===== src/rtl/gop_pkg.sv =====
// ----------------------------------------------------------------------------
// gop_pkg
// Shared constants for the Gamma(1+x) polynomial datapath: coefficient
// format and the signed fixed-point coefficient table.
// ----------------------------------------------------------------------------
package gop_pkg;

    localparam int unsigned MAX_TERMS      = 30;
    localparam int unsigned COEF_FRAC_BITS = 56;
    localparam int unsigned ACC_W          = 64;
    localparam int unsigned X_W            = 33;

    typedef logic [ACC_W-1:0] acc_t;
    typedef logic [X_W-1:0]   x_t;

    // Decimal scaling for the exact fractions (digits after the point)
    localparam logic [319:0] P62 = 320'd10 ** 62;
    localparam logic [319:0] P64 = 320'd10 ** 64;
    localparam logic [319:0] P65 = 320'd10 ** 65;
    localparam logic [319:0] P66 = 320'd10 ** 66;
    localparam logic [319:0] P67 = 320'd10 ** 67;

    // Each entry: round(fraction * 2^56), ties away from zero, then sign applied
    localparam acc_t COEF [MAX_TERMS] = '{
        acc_t'(64'd1 << COEF_FRAC_BITS),
        acc_t'(-64'((((320'd5772156649015328605867504180524819743117047335253698707946215782
            << 57) / P64) + 320'd1) >> 1)),
        acc_t'(64'((((320'd9890559953279725480567736016011074551731970227871841326147670037
            << 57) / P64) + 320'd1) >> 1)),
        acc_t'(-64'((((320'd9074790760808853204034041123531852470048241450183333319688654403
            << 57) / P64) + 320'd1) >> 1)),
        acc_t'(64'((((320'd9817280868343342993508170961593701086734340526645559305830260364
            << 57) / P64) + 320'd1) >> 1)),
        acc_t'(-64'((((320'd9819950689004158144339628200322199063804287933962962701660364352
            << 57) / P64) + 320'd1) >> 1)),
        acc_t'(64'((((320'd9931491145454546596782858789496350328652763778299599764441614315
            << 57) / P64) + 320'd1) >> 1)),
        acc_t'(-64'((((320'd9960017589382732748089175162811376314697147473176727548253925349
            << 57) / P64) + 320'd1) >> 1)),
        acc_t'(64'((((320'd9981056715129189680990573784917422247740403929981223999668834399
            << 57) / P64) + 320'd1) >> 1)),
        acc_t'(-64'((((320'd9990250134118399800372439103878567997541294491709751397892570239
            << 57) / P64) + 320'd1) >> 1)),
        acc_t'(64'((((320'd9995133628162019845482052880889581723670991136329077245238140199
            << 57) / P64) + 320'd1) >> 1)),
        acc_t'(-64'((((320'd9997399284276842800847569140354098696960804838510334107125689736
            << 57) / P64) + 320'd1) >> 1)),
        acc_t'(64'((((320'd9997791255148989102928786523422115508693106406801813139004551520
            << 57) / P64) + 320'd1) >> 1)),
        acc_t'(-64'((((320'd9994504397726759377378756316403384848980389881027808702884505848
            << 57) / P64) + 320'd1) >> 1)),
        acc_t'(64'((((320'd9979535245458726816208470913414942086863398570568581090328391650
            << 57) / P64) + 320'd1) >> 1)),
        acc_t'(-64'((((320'd9929609973542025129822480482007778526218927585141017688579208531
            << 57) / P64) + 320'd1) >> 1)),
        acc_t'(64'((((320'd9791739016563532773539533100165369613035793704671064296668045075
            << 57) / P64) + 320'd1) >> 1)),
        acc_t'(-64'((((320'd9471479549842206850430750762894205529764109064566593394834907327
            << 57) / P64) + 320'd1) >> 1)),
        acc_t'(64'((((320'd8843618782148606539970266389247349247667405257184289291251064020
            << 57) / P64) + 320'd1) >> 1)),
        acc_t'(-64'((((320'd7804429582293780035462100559354943723915093847420921135949438237
            << 57) / P64) + 320'd1) >> 1)),
        acc_t'(64'((((320'd6354645773560346047205100084882105703634791106498237509281422778
            << 57) / P64) + 320'd1) >> 1)),
        acc_t'(-64'((((320'd4655773241310680445401866356009338719839776846509169710182875371
            << 57) / P64) + 320'd1) >> 1)),
        acc_t'(64'((((320'd2993245854990955480240411051361101341114304008683617635575278364
            << 57) / P64) + 320'd1) >> 1)),
        acc_t'(-64'((((320'd1646081873675282259931192131477486890184996839736595319623786902
            << 57) / P64) + 320'd1) >> 1)),
        acc_t'(64'((((320'd07531660607553232952371244924139683428299053155028415770684736347
            << 57) / P65) + 320'd1) >> 1)),
        acc_t'(-64'((((320'd02774103935426569153750679132953790742164427656251619171270142394
            << 57) / P65) + 320'd1) >> 1)),
        acc_t'(64'((((320'd007871475255988880238358932061028742971085369173140485201668656701
            << 57) / P66) + 320'd1) >> 1)),
        acc_t'(-64'((((320'd001610055659291006362895556315972035309013456479231051353987482957
            << 57) / P66) + 320'd1) >> 1)),
        acc_t'(64'((((320'd0002108086307668984701877376536205400787900905232817074763827402896
            << 57) / P67) + 320'd1) >> 1)),
        acc_t'(-64'((((320'd00001324627302460587650246889364226604892336483855819419952292
            << 57) / P62) + 320'd1) >> 1))
    };

endpackage


===== src/rtl/gop_round.sv =====
// ----------------------------------------------------------------------------
// gop_round
// Converts the signed accumulator to unsigned Q1.OUT_FRAC_BITS, saturating.
// ----------------------------------------------------------------------------
module gop_round
#(
    parameter int unsigned OUT_FRAC_BITS = 40
)
(
    input  logic                     clk,
    input  logic                     rst_n,
    input  logic                     in_valid,
    input  gop_pkg::acc_t            in_acc,
    output logic                     done,
    output logic [OUT_FRAC_BITS:0]   gamma_value
);
    import gop_pkg::*;

    localparam int unsigned OW = OUT_FRAC_BITS + 1;

    logic          done_reg;
    logic [OW-1:0] val_reg;
    logic [OW-1:0] val_next;

    generate
        if (OUT_FRAC_BITS < COEF_FRAC_BITS)
        begin : g_down
            localparam int unsigned SH = COEF_FRAC_BITS - OUT_FRAC_BITS;
            logic [64:0] sum;
            logic [64:0] q;
            always_comb
            begin
                sum = {1'b0, in_acc} + (65'd1 << (SH - 1));
                q   = sum >> SH;
                if (in_acc[63])
                    val_next = '0;
                else if (q > 65'({OW{1'b1}}))
                    val_next = '1;
                else
                    val_next = q[OW-1:0];
            end
        end
        else
        begin : g_up
            localparam int unsigned SH = OUT_FRAC_BITS - COEF_FRAC_BITS;
            logic [OW-1:0] lim;
            always_comb
            begin
                lim = {OW{1'b1}} >> SH;
                if (in_acc[63])
                    val_next = '0;
                else if (OW'(in_acc) > lim || (in_acc >> OW) != 64'd0)
                    val_next = '1;
                else
                    val_next = OW'(in_acc) << SH;
            end
        end
    endgenerate

    always_ff @(posedge clk or negedge rst_n)
    begin
        if (!rst_n)
            done_reg <= 1'b0;
        else
            done_reg <= in_valid;
    end

    always_ff @(posedge clk)
    begin
        val_reg <= val_next;
    end

    assign done        = done_reg;
    assign gamma_value = val_reg;

endmodule


===== config.mk =====
export PLATFORM = sky130hd
export DESIGN_NAME = gop_round
export DESIGN_NICKNAME = d
export VERILOG_FILES = /design/src/rtl/gop_pkg.sv /design/src/rtl/gop_round.sv
export SDC_FILE = /design/constraint.sdc
export NUM_CORES = 1
export LEC_CHECK = 0
export BUFFER_PORTS_ARGS = -buffer_cell sky130_fd_sc_hd__clkbuf_2
export CORE_MARGIN = 2
export CORE_UTILIZATION = 45
export CTS_CLUSTER_SIZE = 30
export DETAILED_ROUTE_END_ITERATION = 12
export PLACE_DENSITY_LB_ADDON = 0.05
export SLEW_MARGIN = 20
export SYNTH_ARGS = -nofsm -noshare
export SYNTH_HDL_FRONTEND = slang
export SYNTH_SLANG_ARGS = --single-unit

===== constraint.sdc =====
create_clock -name clk -period 0.8 [get_ports clk]
set_input_delay 0.08 -clock clk [delete_from_list [all_inputs] [get_ports clk]]
set_output_delay 0.08 -clock clk [all_outputs]
set_load 0.02 [all_outputs]

# Yosys cells after proc, flatten, opt, wreduce, memory -nomap -nowiden
# Cells that the tools add are included.
# totals
in_bits	67
romBits	0
latch_bits	0
mem_bits_rw	0
regBits	42
out_inout_bits	42
n_memories	0
# classes
bitwise	0
order_cmp	1
div_mod_pow	0
n_eq_ne	0
n_mul	0
shifts	0
n_mux	1
n_reduce_logical	0
n_addsub	1
# op_table
operator	n
$add A64 B16 Y65 const B	1
$gt A49 B41 Y1 const B	1
$mux W41	1

# Logic depth before layout (Yosys ltp)
# depth
ltp_word	3
depth_mapped	10
ltp_nobuf	7

# Worst setup path after synthesis
# OpenSTA, ideal clock, no wires.
# synth_path
path_kind	in2reg
from	input port in_acc[15]
to	register val_reg[32] (netlist: gamma_value[32])
setup_slack_ns	-1.076
setup_time_ns	0.141
stages	9
arrival_ns	1.735
path_buffers	2
cell_sequence	ha_1 -> and3_1 -> buf_2 -> nor4b_2 -> nand4_1 -> mux2_2 -> nor3_4 -> buf_2 -> a41oi_1
# synth_via
elab_chain_cells	3
# synth_lines
element	line	source
start, declared	gop_round.sv:13	input gop_pkg::acc_t in_acc,
$add A64 B16 Y65 (*)	gop_round.sv:33	sum = {1'b0, in_acc} + (65'd1 << (SH - 1));
$gt A49 B41 Y1	gop_round.sv:37	else if (q > 65'({OW{1'b1}}))
$mux W41 (*)	gop_round.sv:37	
end signal, assigned	gop_round.sv:70	val_reg <= val_next;
end, declared	gop_round.sv:22	logic [OW-1:0] val_reg;
# Every way passes the cells marked *; elsewhere a longest branch is shown, timed or not.
# A chain may end at the register's enable or synchronous reset.

# Worst setup path in the final report
# layout_path
from	input port in_acc[28]
to	register val_reg[38] (netlist: gamma_value[38])
# Same word-level chain as after synthesis.

==> results.py <==
metrics = {
    "logic_synthesis": {
        "synth_cell_type_count": 37,
        "avgSynthCellArea_um2": 9.047,
        "ys_seq_elements": 42,
        "seq_area_frac_synth": 0.3652,
        "synth_flop_cell": "dfxtp_1",
        "synth-xor-area-share": 0.1475,
        "synth_nets": 324,
        "synth_edf_count": 0,
        "synth.area.mux_share": 0.01135,
        "synth_warnings": 0,
        "syn_area_mm2": 0.002316,
        "synth-simple-area-share": 0.2350,
        "synth_top_family_by_area": "simple AND/OR/NAND/NOR gates",
        "synth_top_area_cell": "dfxtp_1",
        "async_flop_share": 0.02381,
        "synth-compound-area-share": 0.1815,
        "synthCells": 256,
        "synthTopCellsByArea": "dfxtp_1 (35%), a41oi_1 (15%), xor2_1 (8.7%), xnor2_1 (6.1%), nand4_1 (5.1%)",
        "synthAdderAreaFrac": 0.005402,
        "yosysTopAreaCellShare": 0.3544,
    },
    "die": {
        "die_area_mm2": 0.005737,
        "ios": 109,
        "start_util": 0.4593,
        "core_area_mm2": 0.005042,
        "rows": 26,
        "die_h_um": 75.74,
        "fp.dieW_um": 75.74,
    },
    "power_and_ir_drop": {
        "p_per_area_mw_per_mm2": 1256,
        "p_int_mw": 4.134,
        "swShare": 0.3171,
        "p_switching_mw": 1.920,
        "p_seq_frac": 0.383,
        "clkPwrFrac": 0.299,
        "p_leak_nw": 1.972,
        "totalPowerFinal_mw": 6.053,
        "p_comb_frac": 0.317,
        "vdd_drop_max_mv": 0.9390,
    },
    "critical_path": {
        "cp.arrival_ns": 2.24,
        "path_cells": "buf_6 -> nand4_1 -> nor4b_4 -> buf_4 -> and3_1 -> o2111ai_1 -> buf_4 -> a211oi_1 -> a31oi_1",
        "crit_path_top_delay_cell": "nor4b_4",
        "crit_path_frequent_cell": "buf_4",
        "path_class": "primary input to flip-flop",
        "startpoint_type": "primary input",
        "crit_required_ns": 0.99,
        "cp_max_fo": 11,
        "cp-end-kind": "flip-flop",
        "slowest_delay_ns": 0.40,
    },
    "global_routing": {
        "antenna_found_initial": 0,
        "grt.overflow.total": 0,
        "grt_max_degree": 42,
        "track_usage": 0.2823,
        "grt_pass1_wl_mm": 12.30,
        "grt_pass1_vias": 2644,
    },
    "finish": {
        "final_common_cell": "buf_4",
        "drive_gt1_frac": 0.6831,
        "layout.nets": 512,
        "diodes": 0,
        "final_cell_mix": "buf_4 (86), buf_8 (44), dfxtp_2 (41), clkbuf_2 (40), a41oi_2 (35)",
        "largest_reg_flops": 41,
        "area_growth_pct": 108.1,
        "post-route-cell-area_mm2": 0.004820,
    },
    "sta": {
        "finalCritPeriodShare": 2.564,
        "hold_viol": 0,
        "setup_ws_ns": -1.251,
        "final_period_minus_worst_setup_slack_ns": 2.051,
        "finalSetupTns_ns": -46.85,
        "worst_pin_slew_ns": 0.5115,
        "max_freq_mhz": 487.5,
        "max_slew_margin": 0.6561,
        "setup_viol": 83,
        "rsz0062_at_grt": "yes",
        "slew_violations": 0,
    },
    "clocking": {
        "cts_buffers": 5,
        "cts_tree": "done",
        "clk_path_buf_depth": 2,
        "clock-sinks": 42,
        "clk_pin_slew_worst_paths_ns": 0.10,
        "cts_root_buf": "clkbuf_8",
        "htree_levels": 2,
    },
    "routing": {
        "initialDrtViolationCount": 440,
        "ant_nets": 0,
        "drtPass1Iterations": 6,
        "post_drt_wl_per_cell_um": 26.90,
        "drt-total-wl_mm": 13.85,
        "drcViolationCount": 0,
        "drt-vias-per-instance": 6.781,
        "vias": 3492,
    },
    "hold_path": {
        "hold_path_class": "primary input to asynchronous set/reset pin",
    },
    "status": {
        "status": "finished with violations",
        "violations": "negative setup slack",
    },
    "run": {
        "drv_cap": 0,
    },
    "placement": {
        "placed_cell_area_mm2": 0.003492,
        "io_buffers": 93,
        "post-dp-hpwl_mm": 5.101,
        "pre_cts_slack_ns": -1.200,
        "gp_congestion": 0.8731,
    },
}
==> logic make-up after synthesis <==
| logic type | Yosys count |
|---|---|
| buf+inv | 27 |
| fa+ha+maj | 1 |
| mux | 2 |
| simple gates | 96 |
| flops | 42 |
| compound gates | 49 |
| xor+xnor | 39 |
==> worst paths after layout <==
| path | from | end | slack (ns) | cells after the start |
|---|---|---|---|---|
| min in group clk | in_acc[21] | gamma_value[5]$_SDFF_PP0_ | 0.23 | 4 |
| max in group asynchronous | rst_n | done$_DFF_PN0_ | 0.62 | 2 |
| worst max-delay path | in_acc[28] | gamma_value[38]$_SDFF_PP0_ | -1.25 | 9 |
| worst min-delay path | rst_n | done$_DFF_PN0_ | 0.09 | 2 |
==> through the flow <==
step                      cells  hold slack [ns]  utilization
after floorplan             256          -0.2156            -
after global placement      480          -0.1454       0.6926
after detailed placement    480          -0.1441       0.6926
after CTS                   497          0.07546       0.8169
after global routing        515          0.09490       0.9558
final                       515          0.09380       0.9558
==> synth_stat cells, drive strengths merged, types with 5 or more instances <==
master / count
dfxtp: 41
a41oi: 39
xor2: 23
nand4: 20
buf: 17
nand2: 16
xnor2: 16
nand3: 15
nor2: 12
and3: 11
nor3: 6
and4: 5
clkbuf: 5
inv: 5
==> per-layer routing <==
layer / routed length [um] / share of wire / track usage
met1: 4563 / 0.33 / 0.3551
met2: 6221 / 0.45 / 0.4722
met3: 1747 / 0.13 / 0.06349
met4: 1320 / 0.095 / 0.1014
met5: 0 / 0 / 0
==> cell type report <==
type                       instances  area (um2)
clock buffer                       5       68.82
clock inverter                     3       40.04
fill                             102       222.7
inverter                           5       18.77
multi-input combinational        187        1703
sequential                        42       897.1
tap                               70       87.58
timing repair buffer             203        2004
==> critical path: cells and delay by family <==
kind	cells	cell delay (ns)
AOI/OAI and AO/OA	3	0.76
and+or+nand+nor	3	0.83
buffers and inverters	3	0.57
==> repair_timing <==
item / CTS / global route
endpoints found under the hold margin: 2 / 0
pin swaps: 2 / 41
resized for setup: 118 / 119
gates cloned: 1 / 9
setup buffers: 6 / 10
setup endpoints to repair: 83 / 83
hold buffers: 2 / 0
==> power groups by stage <==
stage	sequential, mW	clock [mW]	combinational, mW
after CTS	2.27	1.72	1.40
after global placement	2.29	0	1.17
after global routing	2.33	1.85	1.96
final	2.32	1.81	1.92
after floorplan	2.44	0	0.368
after detailed placement	2.29	0	1.19
Power figures use the tool's default switching activity.
